[config.mk]
export PLATFORM = sky130hd
export DESIGN_NAME = bounded_integer_set_table
export DESIGN_NICKNAME = d
export VERILOG_FILES = /design/src/rtl/bist_pkg.sv /design/src/rtl/bist_ram.sv /design/src/rtl/bounded_integer_set_table.sv
export SDC_FILE = /design/constraint.sdc
export NUM_CORES = 1
export LEC_CHECK = 0
export BUFFER_PORTS_ARGS = -buffer_cell sky130_fd_sc_hd__buf_4
export CAP_MARGIN = 20
export CORE_UTILIZATION = 50
export DETAILED_ROUTE_END_ITERATION = 10
export PLACE_DENSITY_LB_ADDON = 0.1
export RECOVER_POWER = 100
export REMOVE_ABC_BUFFERS = 1
export SLEW_MARGIN = 20
export SYNTH_ARGS = -nofsm -noshare
export SYNTH_HDL_FRONTEND = slang
export SYNTH_HIERARCHICAL = 1
export SYNTH_SLANG_ARGS = --single-unit
[constraint.sdc]
create_clock -name aclk -period 5.2 [get_ports aclk]
set_input_delay 0.26 -clock aclk [delete_from_list [all_inputs] [get_ports aclk]]
set_output_delay 0.26 -clock aclk [all_outputs]
set_load 0.05 [all_outputs]
[src/rtl/bist_pkg.sv]
// Package for the bounded integer set table.
// Sizes, field widths, empty-set limits and operation codes; no dependencies.
`timescale 1ns / 1ps

package bist_pkg;

    localparam int CAPACITY = 16;
    localparam int WORD_W   = 32;
    localparam int COUNT_W  = 5;
    localparam int IDX_W    = (CAPACITY > 1) ? $clog2(CAPACITY) : 1;
    localparam int CNT_W    = $clog2(CAPACITY + 1);

    localparam logic signed [WORD_W-1:0] EMPTY_MIN = {1'b0, {(WORD_W-1){1'b1}}};
    localparam logic signed [WORD_W-1:0] EMPTY_MAX = {1'b1, {(WORD_W-1){1'b0}}};

    typedef enum logic [1:0] {
        FUNC_INSERT = 2'd0,
        FUNC_REMOVE = 2'd1,
        FUNC_QUERY  = 2'd2,
        FUNC_CLEAR  = 2'd3
    } bist_func_t;

endpackage

[src/rtl/bist_ram.sv]
// Simple dual-port RAM: one write port, one read port with registered data.
// Generic; no package dependencies.
`timescale 1ns / 1ps

module bist_ram #(
    parameter int DEPTH = 16,
    parameter int WIDTH = 32,
    localparam int AW   = (DEPTH > 1) ? $clog2(DEPTH) : 1
) (
    input  logic             aclk,
    input  logic             wr_en,
    input  logic [AW-1:0]    wr_addr,
    input  logic [WIDTH-1:0] wr_data,
    input  logic             rd_en,
    input  logic [AW-1:0]    rd_addr,
    output logic [WIDTH-1:0] rd_data
);

    logic [WIDTH-1:0] mem [DEPTH];

    always_ff @(posedge aclk) begin
        if (wr_en) begin
            mem[wr_addr] <= wr_data;
        end
    end

    always_ff @(posedge aclk) begin
        if (rd_en) begin
            rd_data <= mem[rd_addr];
        end
    end

endmodule

[src/rtl/bounded_integer_set_table.sv]
// Top level of the bounded integer set table.
// Depends on bist_pkg and bist_ram.
`timescale 1ns / 1ps

// Holds up to CAPACITY distinct signed 32-bit values in insertion order in one
// RAM with a registered read. One word is handled at a time. Every operation
// other than clear scans the n held entries through the RAM read port, one
// per cycle, before the result is loaded; a remove of a held value adds a
// compaction pass that reads and writes back the entries above the removed
// one. Clear skips the scan and goes straight to loading the result.
// The result register lets a new word be accepted while the last result waits.
module bounded_integer_set_table
    import bist_pkg::*;
(
    input  logic                     aclk,
    input  logic                     aresetn,
    input  logic                     s_valid,
    output logic                     s_ready,
    input  logic [1:0]               s_func,
    input  logic signed [WORD_W-1:0] s_value,
    output logic                     m_valid,
    input  logic                     m_ready,
    output logic                     m_was_member,
    output logic                     m_insert_rejected,
    output logic [COUNT_W-1:0]       m_count,
    output logic signed [WORD_W-1:0] m_minimum,
    output logic signed [WORD_W-1:0] m_maximum
);

    typedef enum logic [2:0] {
        ST_IDLE,
        ST_SCAN,
        ST_APPLY,
        ST_SHIFT,
        ST_OUT
    } state_t;

    state_t                   state_reg;
    bist_func_t               func_reg;
    logic signed [WORD_W-1:0] value_reg;
    logic signed [WORD_W-1:0] lo_reg;
    logic signed [WORD_W-1:0] hi_reg;
    logic                     member_reg;
    logic                     rejected_reg;
    logic [IDX_W-1:0]         pos_reg;
    logic [CNT_W-1:0]         count_reg;
    logic [CNT_W-1:0]         ptr_reg;
    logic                     pend_reg;
    logic [IDX_W-1:0]         pidx_reg;
    logic                     m_valid_reg;

    logic                     issue;
    logic                     ram_wr_en;
    logic [IDX_W-1:0]         ram_wr_addr;
    logic [WORD_W-1:0]        ram_wr_data;
    logic [WORD_W-1:0]        ram_rd_data;
    logic signed [WORD_W-1:0] rd_word;
    logic                     full;
    logic                     do_insert;

    assign rd_word   = ram_rd_data;
    assign full      = (count_reg >= CNT_W'(CAPACITY));
    assign issue     = ((state_reg == ST_SCAN) || (state_reg == ST_SHIFT))
                       && (ptr_reg < count_reg);
    assign do_insert = (state_reg == ST_APPLY) && (func_reg == FUNC_INSERT)
                       && !member_reg && !full;

    always_comb begin
        ram_wr_en   = 1'b0;
        ram_wr_addr = count_reg[IDX_W-1:0];
        ram_wr_data = value_reg;
        if (do_insert) begin
            ram_wr_en = 1'b1;
        end else if ((state_reg == ST_SHIFT) && pend_reg) begin
            ram_wr_en   = 1'b1;
            ram_wr_addr = pidx_reg - IDX_W'(1);
            ram_wr_data = ram_rd_data;
        end
    end

    bist_ram #(
        .DEPTH (CAPACITY),
        .WIDTH (WORD_W)
    ) u_ram (
        .aclk    (aclk),
        .wr_en   (ram_wr_en),
        .wr_addr (ram_wr_addr),
        .wr_data (ram_wr_data),
        .rd_en   (issue),
        .rd_addr (ptr_reg[IDX_W-1:0]),
        .rd_data (ram_rd_data)
    );

    always_ff @(posedge aclk) begin
        if (!aresetn) begin
            state_reg   <= ST_IDLE;
            count_reg   <= '0;
            pend_reg    <= 1'b0;
            m_valid_reg <= 1'b0;
        end else begin
            if (m_valid_reg && m_ready && (state_reg != ST_OUT)) begin
                m_valid_reg <= 1'b0;
            end
            unique case (state_reg)
                ST_IDLE: begin
                    if (s_valid) begin
                        func_reg     <= bist_func_t'(s_func);
                        value_reg    <= s_value;
                        lo_reg       <= EMPTY_MIN;
                        hi_reg       <= EMPTY_MAX;
                        member_reg   <= 1'b0;
                        rejected_reg <= 1'b0;
                        ptr_reg      <= '0;
                        pend_reg     <= 1'b0;
                        if (bist_func_t'(s_func) == FUNC_CLEAR) begin
                            count_reg <= '0;
                            state_reg <= ST_OUT;
                        end else begin
                            state_reg <= ST_SCAN;
                        end
                    end
                end
                ST_SCAN: begin
                    pend_reg <= issue;
                    pidx_reg <= ptr_reg[IDX_W-1:0];
                    if (issue) begin
                        ptr_reg <= ptr_reg + CNT_W'(1);
                    end
                    if (pend_reg) begin
                        if (rd_word == value_reg) begin
                            member_reg <= 1'b1;
                            pos_reg    <= pidx_reg;
                        end else begin
                            if (rd_word < lo_reg) begin
                                lo_reg <= rd_word;
                            end
                            if (rd_word > hi_reg) begin
                                hi_reg <= rd_word;
                            end
                        end
                    end
                    if (!issue && !pend_reg) begin
                        state_reg <= ST_APPLY;
                    end
                end
                ST_APPLY: begin
                    case (func_reg)
                        FUNC_INSERT: begin
                            state_reg <= ST_OUT;
                            if (!member_reg && full) begin
                                rejected_reg <= 1'b1;
                            end else begin
                                if (!member_reg) begin
                                    count_reg <= count_reg + CNT_W'(1);
                                end
                                if (value_reg < lo_reg) begin
                                    lo_reg <= value_reg;
                                end
                                if (value_reg > hi_reg) begin
                                    hi_reg <= value_reg;
                                end
                            end
                        end
                        FUNC_REMOVE: begin
                            if (member_reg) begin
                                ptr_reg   <= CNT_W'(pos_reg) + CNT_W'(1);
                                pend_reg  <= 1'b0;
                                state_reg <= ST_SHIFT;
                            end else begin
                                state_reg <= ST_OUT;
                            end
                        end
                        default: begin
                            state_reg <= ST_OUT;
                            if (member_reg) begin
                                if (value_reg < lo_reg) begin
                                    lo_reg <= value_reg;
                                end
                                if (value_reg > hi_reg) begin
                                    hi_reg <= value_reg;
                                end
                            end
                        end
                    endcase
                end
                ST_SHIFT: begin
                    pend_reg <= issue;
                    pidx_reg <= ptr_reg[IDX_W-1:0];
                    if (issue) begin
                        ptr_reg <= ptr_reg + CNT_W'(1);
                    end
                    if (!issue && !pend_reg) begin
                        count_reg <= count_reg - CNT_W'(1);
                        state_reg <= ST_OUT;
                    end
                end
                ST_OUT: begin
                    if (!m_valid_reg || m_ready) begin
                        m_valid_reg       <= 1'b1;
                        m_was_member      <= member_reg;
                        m_insert_rejected <= rejected_reg;
                        m_count           <= COUNT_W'(count_reg);
                        m_minimum         <= lo_reg;
                        m_maximum         <= hi_reg;
                        state_reg         <= ST_IDLE;
                    end
                end
                default: begin
                    state_reg <= ST_IDLE;
                end
            endcase
        end
    end

    assign s_ready = (state_reg == ST_IDLE);
    assign m_valid = m_valid_reg;

endmodule

==> qor.yml, run 1 <==
outcome: "complete, but fails checks"
violations: "capacitance limit, slew limit"
grt_antenna_before_repair: 0
final_cells: 2782
cp.arrival_ps: 4980
leakagePower_nw: 12.1
via_per_inst: 5.98
worst-path-max-fanout: 130
required_ps: 5540
insertion_delay_ps: 630
synth_top_area_share_pct: 70.4
dp_hpwl_um: 48200
async_flop_share_pct: 0
num-nets-final: 2111
r2r-end: "u_ram/rd_data[21]$_DFFE_PP_"
timing.rr.start: "ptr_reg[1]$_SDFFCE_PN0P_"
gp_congestion: 0.934
drive_gt1_share_pct: 15.6
std_cell_rows: 90
syn_area_mm2: 0.0310
htree_levels: 3
synth.avg_cell_area_um2: 17.8
ant_nets: 0
dp_slack_ps: 913
largest_register_ff_count: 512
cts_sinks: 738
hp-start: "s_valid"
drcViolationCount: 0
yosys.area.top_type: "edfxtp_1"
crit_path_cell_trace: "clkbuf_2 > mux4_2 > a22oi_1 > nand2_1"
drt_iter0_markers: 1405
synthFlopType: "edfxtp_1"
rr_worst_depth: 4
min_period_ps: 4640
numCtsBuffers: 77
io-pin-count: 111
power-per-cell-area_mw_per_mm2: 505
place_area_mm2: 0.0330
drt_wl_total_um: 73000
finalWorstSetupSlack_ps: 557
synth_edf_count: 728
clock.fmax_mhz: 215
placedCellCount: 2604
yosysWarningCount: 6
synth.area.top_cells: "edfxtp_1, mux4_2, ha_1"
grt_usage_pct: 23.5
synth-seq-cells: 738
drtPass1Iterations: 5
cts_root_buf: "clkbuf_16"
critPathMaxStageDelay_ps: 2670
cts_buffer_depth: 3
tightest_slew_ps: 3880
path_class: "reg -> reg"
whs_endpoint: "state_reg[0]$_SDFFE_PN0P_"
fp.dieH_um: 251
cp_slowest_cell: "clkbuf_2"
ir_drop_mv: 0.288
maxSlewViolCount: 412
cp-start-kind: "register"
holdCritPathClass: "in -> reg"
yosysSeqAreaShare_pct: 71.1
area_growth_pct: 14.0
path_clk_slew_ps: 60
overflow: 0
cts_tree: "built"
rsz0062_at_grt: "no"
drt-wirelength-per-cell_um: 26.2
core_mm2: 0.0608
grt_max_degree: 131
grt_pass1_vias: 16900
min_period_over_period_pct: 89.3
regMostFlops: "u_ram/mem"
io_buffer_count: 110
final_area_mm2: 0.0354
end_kind: "register"
num_vias: 16600
yosysUniqueCellTypes: 59
die_x_um: 251
r2r_slack_ps: 560
min_path_cells: 4
synthCells: 1742
finalHoldViolations: 0
maxSlewHeadroom_pct: -159
initial_utilization_pct: 51.0
die-area_mm2: 0.0631
finalSetupViolCount: 0
power.total_mw: 17.9
grt_pass1_wl_um: 109000
cap_violations: 9
finClkSkew_ps: 22.3
-- what timing repair did --
action / CTS / global route
buffers inserted: 0 / 0
gates resized for setup: 0 / 0
hold buffers: 36 / 0
endpoints found under the setup margin: 0 / 0
endpoints found under the hold margin: 38 / 0
-- cell usage after synthesis, types with 2 or more instances --
| library cell | count |
|---|---|
| nor3b_1 | 3 |
| nor4_1 | 16 |
| or2_2 | 3 |
| nand2b_1 | 43 |
| buf_2 | 7 |
| buf_1 | 18 |
| and4_1 | 2 |
| nand4_1 | 21 |
| nand2_1 | 93 |
| a31oi_1 | 6 |
| and2_1 | 2 |
| mux2_2 | 33 |
| xor2_1 | 37 |
| a22oi_1 | 69 |
| nor3_1 | 10 |
| buf_6 | 2 |
| nor2_1 | 42 |
| nand3_1 | 23 |
| edfxtp_1 | 728 |
| o21ai_0 | 28 |
| a22o_1 | 31 |
| a21o_1 | 16 |
| o31ai_1 | 4 |
| o211ai_1 | 5 |
| clkbuf_1 | 24 |
| xnor2_1 | 6 |
| dfxtp_1 | 10 |
| or3_1 | 2 |
| mux4_2 | 128 |
| a211oi_1 | 6 |
| inv_1 | 82 |
| nand3b_1 | 2 |
| inv_2 | 2 |
| a221oi_1 | 2 |
| nor2b_1 | 6 |
| a21oi_1 | 61 |
| ha_1 | 135 |
| buf_4 | 9 |
| o22ai_1 | 5 |
-- cell usage in the layout (no fill, tap or decap), types with 3 or more instances in the layout --
master	n
a211oi_1	6
a21o_1	16
a21oi_1	62
a22o_1	31
a22oi_1	69
a31oi_1	6
buf_4	7
bufinv_16	8
clkbuf_1	105
clkbuf_16	78
clkbuf_2	12
clkbuf_4	23
clkinv_1	17
clkinv_2	18
clkinv_8	3
clkinvlp_4	6
dfxtp_1	10
dlygate4sd3_1	36
edfxtp_1	728
ha_1	135
inv_1	83
mux2_1	32
mux4_2	128
nand2_1	93
nand2b_1	43
nand3_1	23
nand4_1	21
nor2_1	31
nor2_4	10
nor2b_1	4
nor3_1	9
nor3b_1	3
nor4_1	16
o211ai_1	5
o21ai_0	28
o22ai_1	5
o31ai_1	4
xnor2_1	6
xor2_1	37
-- power breakdown --
part	internal [mW]	leakage [nW]	switching [mW]
registers	7.36	6.65	0.392
logic	1.81	4.20	2.87
clock network	3.17	1.23	2.28
-- worst max path at each step --
| stage | startpoint | endpoint | slack (ps) | depth (start not counted) |
|---|---|---|---|---|
| floorplan | ptr_reg[0]$_SDFFCE_PN0P_ | count_reg[3]$_SDFFE_PN0P_ | -1310 | 7 |
| detailed placement | state_reg[0]$_SDFFE_PN0P_ | u_ram/mem[15][16]$_DFFE_PP_ | 910 | 8 |
| global placement | state_reg[0]$_SDFFE_PN0P_ | u_ram/mem[15][26]$_DFFE_PP_ | 1090 | 8 |
| CTS | state_reg[0]$_SDFFE_PN0P_ | u_ram/mem[15][16]$_DFFE_PP_ | 890 | 8 |
| global route | state_reg[0]$_SDFFE_PN0P_ | u_ram/mem[6][24]$_DFFE_PP_ | 320 | 8 |
| finish | ptr_reg[1]$_SDFFCE_PN0P_ | u_ram/rd_data[21]$_DFFE_PP_ | 560 | 4 |
-- kinds of logic (layout without fill, tap and decap cells) --
family,Yosys count,count (layout),synth area share [%]
buf+inv,145,402,1.97
fa+ha+maj,136,136,5.51
other cells,0,1,0
mux,161,161,10.5
simple gates,274,274,4.39
compound gates,245,245,5.37
xor+xnor,43,43,1.21
flops,738,738,71.1
-- cell type report --
cell class / count / area (µm²)
Timing Repair Buffer: 177 / 1050
Clock inverter: 55 / 537
Tap cell: 782 / 978
Fill cell: 4666 / 25400
Inverter: 84 / 315
Antenna cell: 1 / 2.50
Multi-Input combinational cell: 859 / 8460
Clock buffer: 86 / 1980
Sequential cell: 738 / 22100
-- per-stage QoR --
stage | setup TNS, ps | hold slack (ps) | utilization [%]
6_report | 0 | 99.3 | 58.2
5_1_grt | 0 | 109 | 58.2
4_1_cts | 0 | 63.0 | 59.0
3_5_place_dp | 0 | 412 | 54.2
3_3_place_gp | 0 | 409 | 54.2
2_1_floorplan | -97580 | 359 | -
-- worst max-delay path: cells and delay by family (launching register included) --
kind	cells	cell delay, ps
multiplexers	1	520
buffers and inverters	1	2670
AND/OR/NAND/NOR	1	170
AO/OA/AOI/OAI	1	470
flip-flops	1	370
-- metal layers --
| layer | share of wire, % | track usage, % | routed length [µm] |
|---|---|---|---|
| met5 | 0 | 0 | 0 |
| met4 | 3.1 | 7.56 | 2270 |
| met3 | 6.0 | 4.42 | 4390 |
| met2 | 45 | 35.3 | 32900 |
| met1 | 46 | 34.9 | 33500 |
Note: power is estimated with default switching activity, not from simulation.
==> inputs of run 2 (changes only) <==
--- a/config.mk
+++ b/config.mk
@@ -7,8 +7,11 @@
 export LEC_CHECK = 0
 export BUFFER_PORTS_ARGS = -buffer_cell sky130_fd_sc_hd__buf_4
 export CAP_MARGIN = 20
+export CELL_PAD_IN_SITES_DETAIL_PLACEMENT = 0
+export CELL_PAD_IN_SITES_GLOBAL_PLACEMENT = 1
 export CORE_UTILIZATION = 50
 export DETAILED_ROUTE_END_ITERATION = 10
+export MAX_ROUTING_LAYER = met4
 export PLACE_DENSITY_LB_ADDON = 0.1
 export RECOVER_POWER = 100
 export REMOVE_ABC_BUFFERS = 1
==> run 2 against run 1 <==
The flow still finishes with violations (capacitance limit, slew limit); critical path depth up 5; cell count shrank 0.29%; critical path type unchanged; largest cell class unchanged; register-to-register slack worse by 30 ps; first-iteration DRC count up 1.7%; sequential share of layout area hardly changed; utilization about the same; worst setup slack got worse by 33 ps; combinational power about the same.
==> qor.yml, run 2 (synthesis gave the netlist of run 1 again) <==
power-per-cell-area_mw_per_mm2: 506  # +0.14%
drt_wl_total_um: 73700  # +0.89%
drt-wirelength-per-cell_um: 26.6  # +1.2%
cp.arrival_ps: 4940  # -40 ps
overflow: 0  # unchanged
final_common_cell: "edfxtp_1"
area_growth_pct: 14.0  # about the same
min_path_cells: 3  # -1
clock.fmax_mhz: 214  # -0.70%
cp-start-kind: "register"
finalWorstSetupSlack_ps: 524  # -32.7 ps
power.total_mw: 17.9  # +0.11%
fp.dieH_um: 251  # unchanged
cts_buffer_depth: 3  # unchanged
drt_iter0_markers: 1429  # +1.7%
numCtsBuffers: 76  # -1.3%
via_per_inst: 6.00  # +0.25%
dp_hpwl_um: 49100  # +2.0%
cap_violations: 7  # -2
finClkSkew_ps: 41.4  # +19.1 ps
cts_root_buf: "clkbuf_16"
grt_usage_pct: 24.7  # +1.2 points
htree_levels: 3  # unchanged
required_ps: 5460  # -80 ps
tightest_slew_ps: 3800  # -80.3 ps
holdCritPathClass: "in -> reg"
finalSetupViolCount: 0  # unchanged
initial_utilization_pct: 51.0  # unchanged
gp_congestion: 0.924  # -1.1%
end_kind: "register"
maxSlewViolCount: 289  # -30%
path_class: "reg -> reg"
die-area_mm2: 0.0631  # unchanged
maxSlewHeadroom_pct: -153  # +5.3 points
grt_pass1_wl_um: 110000  # +1.1%
largest_register_ff_count: 512  # unchanged
rr_worst_depth: 9  # +5
n_fill_cell: 4715  # +1.1%
leakagePower_nw: 12.1  # -0.23%
ir_drop_mv: 0.330  # +14%
num-nets-final: 2109  # -0.095%
outcome: "complete, but fails checks"
violations: "capacitance limit, slew limit"
cts_tree: "built"
drtPass1Iterations: 5  # unchanged
finalHoldViolations: 0  # unchanged
grt_antenna_before_repair: 1  # +1
regMostFlops: "u_ram/mem"
rsz0062_at_grt: "no"
insertion_delay_ps: 650  # +20 ps
io-pin-count: 111  # unchanged
num_vias: 16600  # -0.042%
grt_pass1_vias: 16900  # +0.24%
drive_gt1_share_pct: 15.1  # -0.50 points
drcViolationCount: 0  # unchanged
die_x_um: 251  # unchanged
cts_resized: 0  # unchanged
final_cell_mix: "edfxtp_1, ha_1, mux4_2, clkbuf_1, nand2_1"
core_mm2: 0.0608  # unchanged
path_clk_slew_ps: 60  # about the same
ant_nets: 0  # unchanged
min_period_over_period_pct: 89.9  # +0.63 points
cts_sinks: 738  # unchanged
min_period_ps: 4680  # +32.7 ps
dp_slack_ps: 858  # -55.0 ps
seqCellArea_mm2: 0.0221  # unchanged
io_buffer_count: 110  # unchanged
grt_max_degree: 131  # unchanged
antenna_cells: 0  # -1
worst-path-max-fanout: 24  # -82%
std_cell_rows: 90  # unchanged
multi_input_area_mm2: 0.00848  # +0.22%
## run 2: changes by cell type in the layout (fill, tap and decap cells not counted), moves of 2 or more
cell | previous run | this run
clkinvlp_4 | 6 | 2
clkinv_1 | 17 | 6
clkinv_16 | 0 | 4
clkinv_2 | 18 | 13
clkbuf_1 | 105 | 125
buf_4 | 7 | 10
clkbuf_4 | 23 | 15
inv_16 | 2 | 0
nor2_1 | 31 | 29
## run 2: metrics by stage
stage / hold slack (ps) / setup TNS [ps] / area [µm²] / std cells / utilization [%]
CTS: 21.6 / 0 / 35900 / 2774 / 59.0
detailed placement: 415 / 0 / 33000 / 2604 / 54.2
floorplan: 359 / -97580 / 30700 / 1681 / -
finish: 62.9 / 0 / 35400 / 2774 / 58.2
global route: 71.8 / 0 / 35400 / 2774 / 58.2
global placement: 408 / 0 / 33000 / 2604 / 54.2
## run 2: critical path, stage by stage, from the launching register on
cell      delay (ps)
edfxtp_1         490
ha_1             400
nand4_1          150
nor4_1           560
a221oi_1         160
o211ai_1         160
a31oi_1           90
xnor2_1          170
a221oi_1        1540
buf_4            580
## run 2: final timing paths
path / from / to / slack [ps]
setup reg to reg: u_ram/rd_data[31]$_DFFE_PP_ / hi_reg[19]$_DFFE_PP_ / 520
hold / removal: m_ready / m_valid$_SDFF_PN0_ / 60
setup / recovery: u_ram/rd_data[31]$_DFFE_PP_ / hi_reg[19]$_DFFE_PP_ / 520
hold reg to reg: rejected_reg$_DFFE_PP_ / m_insert_rejected$_DFFE_PP_ / 430
## run 2: final cells by class
cell class	instances	area share, %
Sequential cell	738	62.4
Multi-Input combinational cell	859	24.0
Clock buffer	98	5.67
Timing Repair Buffer	176	2.84
Tap cell	782	2.77
Clock inverter	37	1.51
Inverter	84	0.891
## run 2: repair_timing
item                      4_1_cts  5_1_grt
hold buffers                   35        0
hold endpoints to repair       37        0
setup buffers                   0        0
## run 2: per-layer routing
metal  vias up  part of all wire, %  GRT usage [%]
met5         -                    0              -
met4         0                  2.4           6.43
met3       112                  5.6           3.77
met2       515                   46           37.0
met1      8615                   46           35.6
li1       7391                    -              -
## run 2: where the power goes
part / total, mW / switching, mW / internal, mW
logic: 4.65 / 2.84 / 1.80
clock network: 5.49 / 2.28 / 3.21
registers: 7.76 / 0.407 / 7.36
total: 17.9 / 5.54 / 12.4
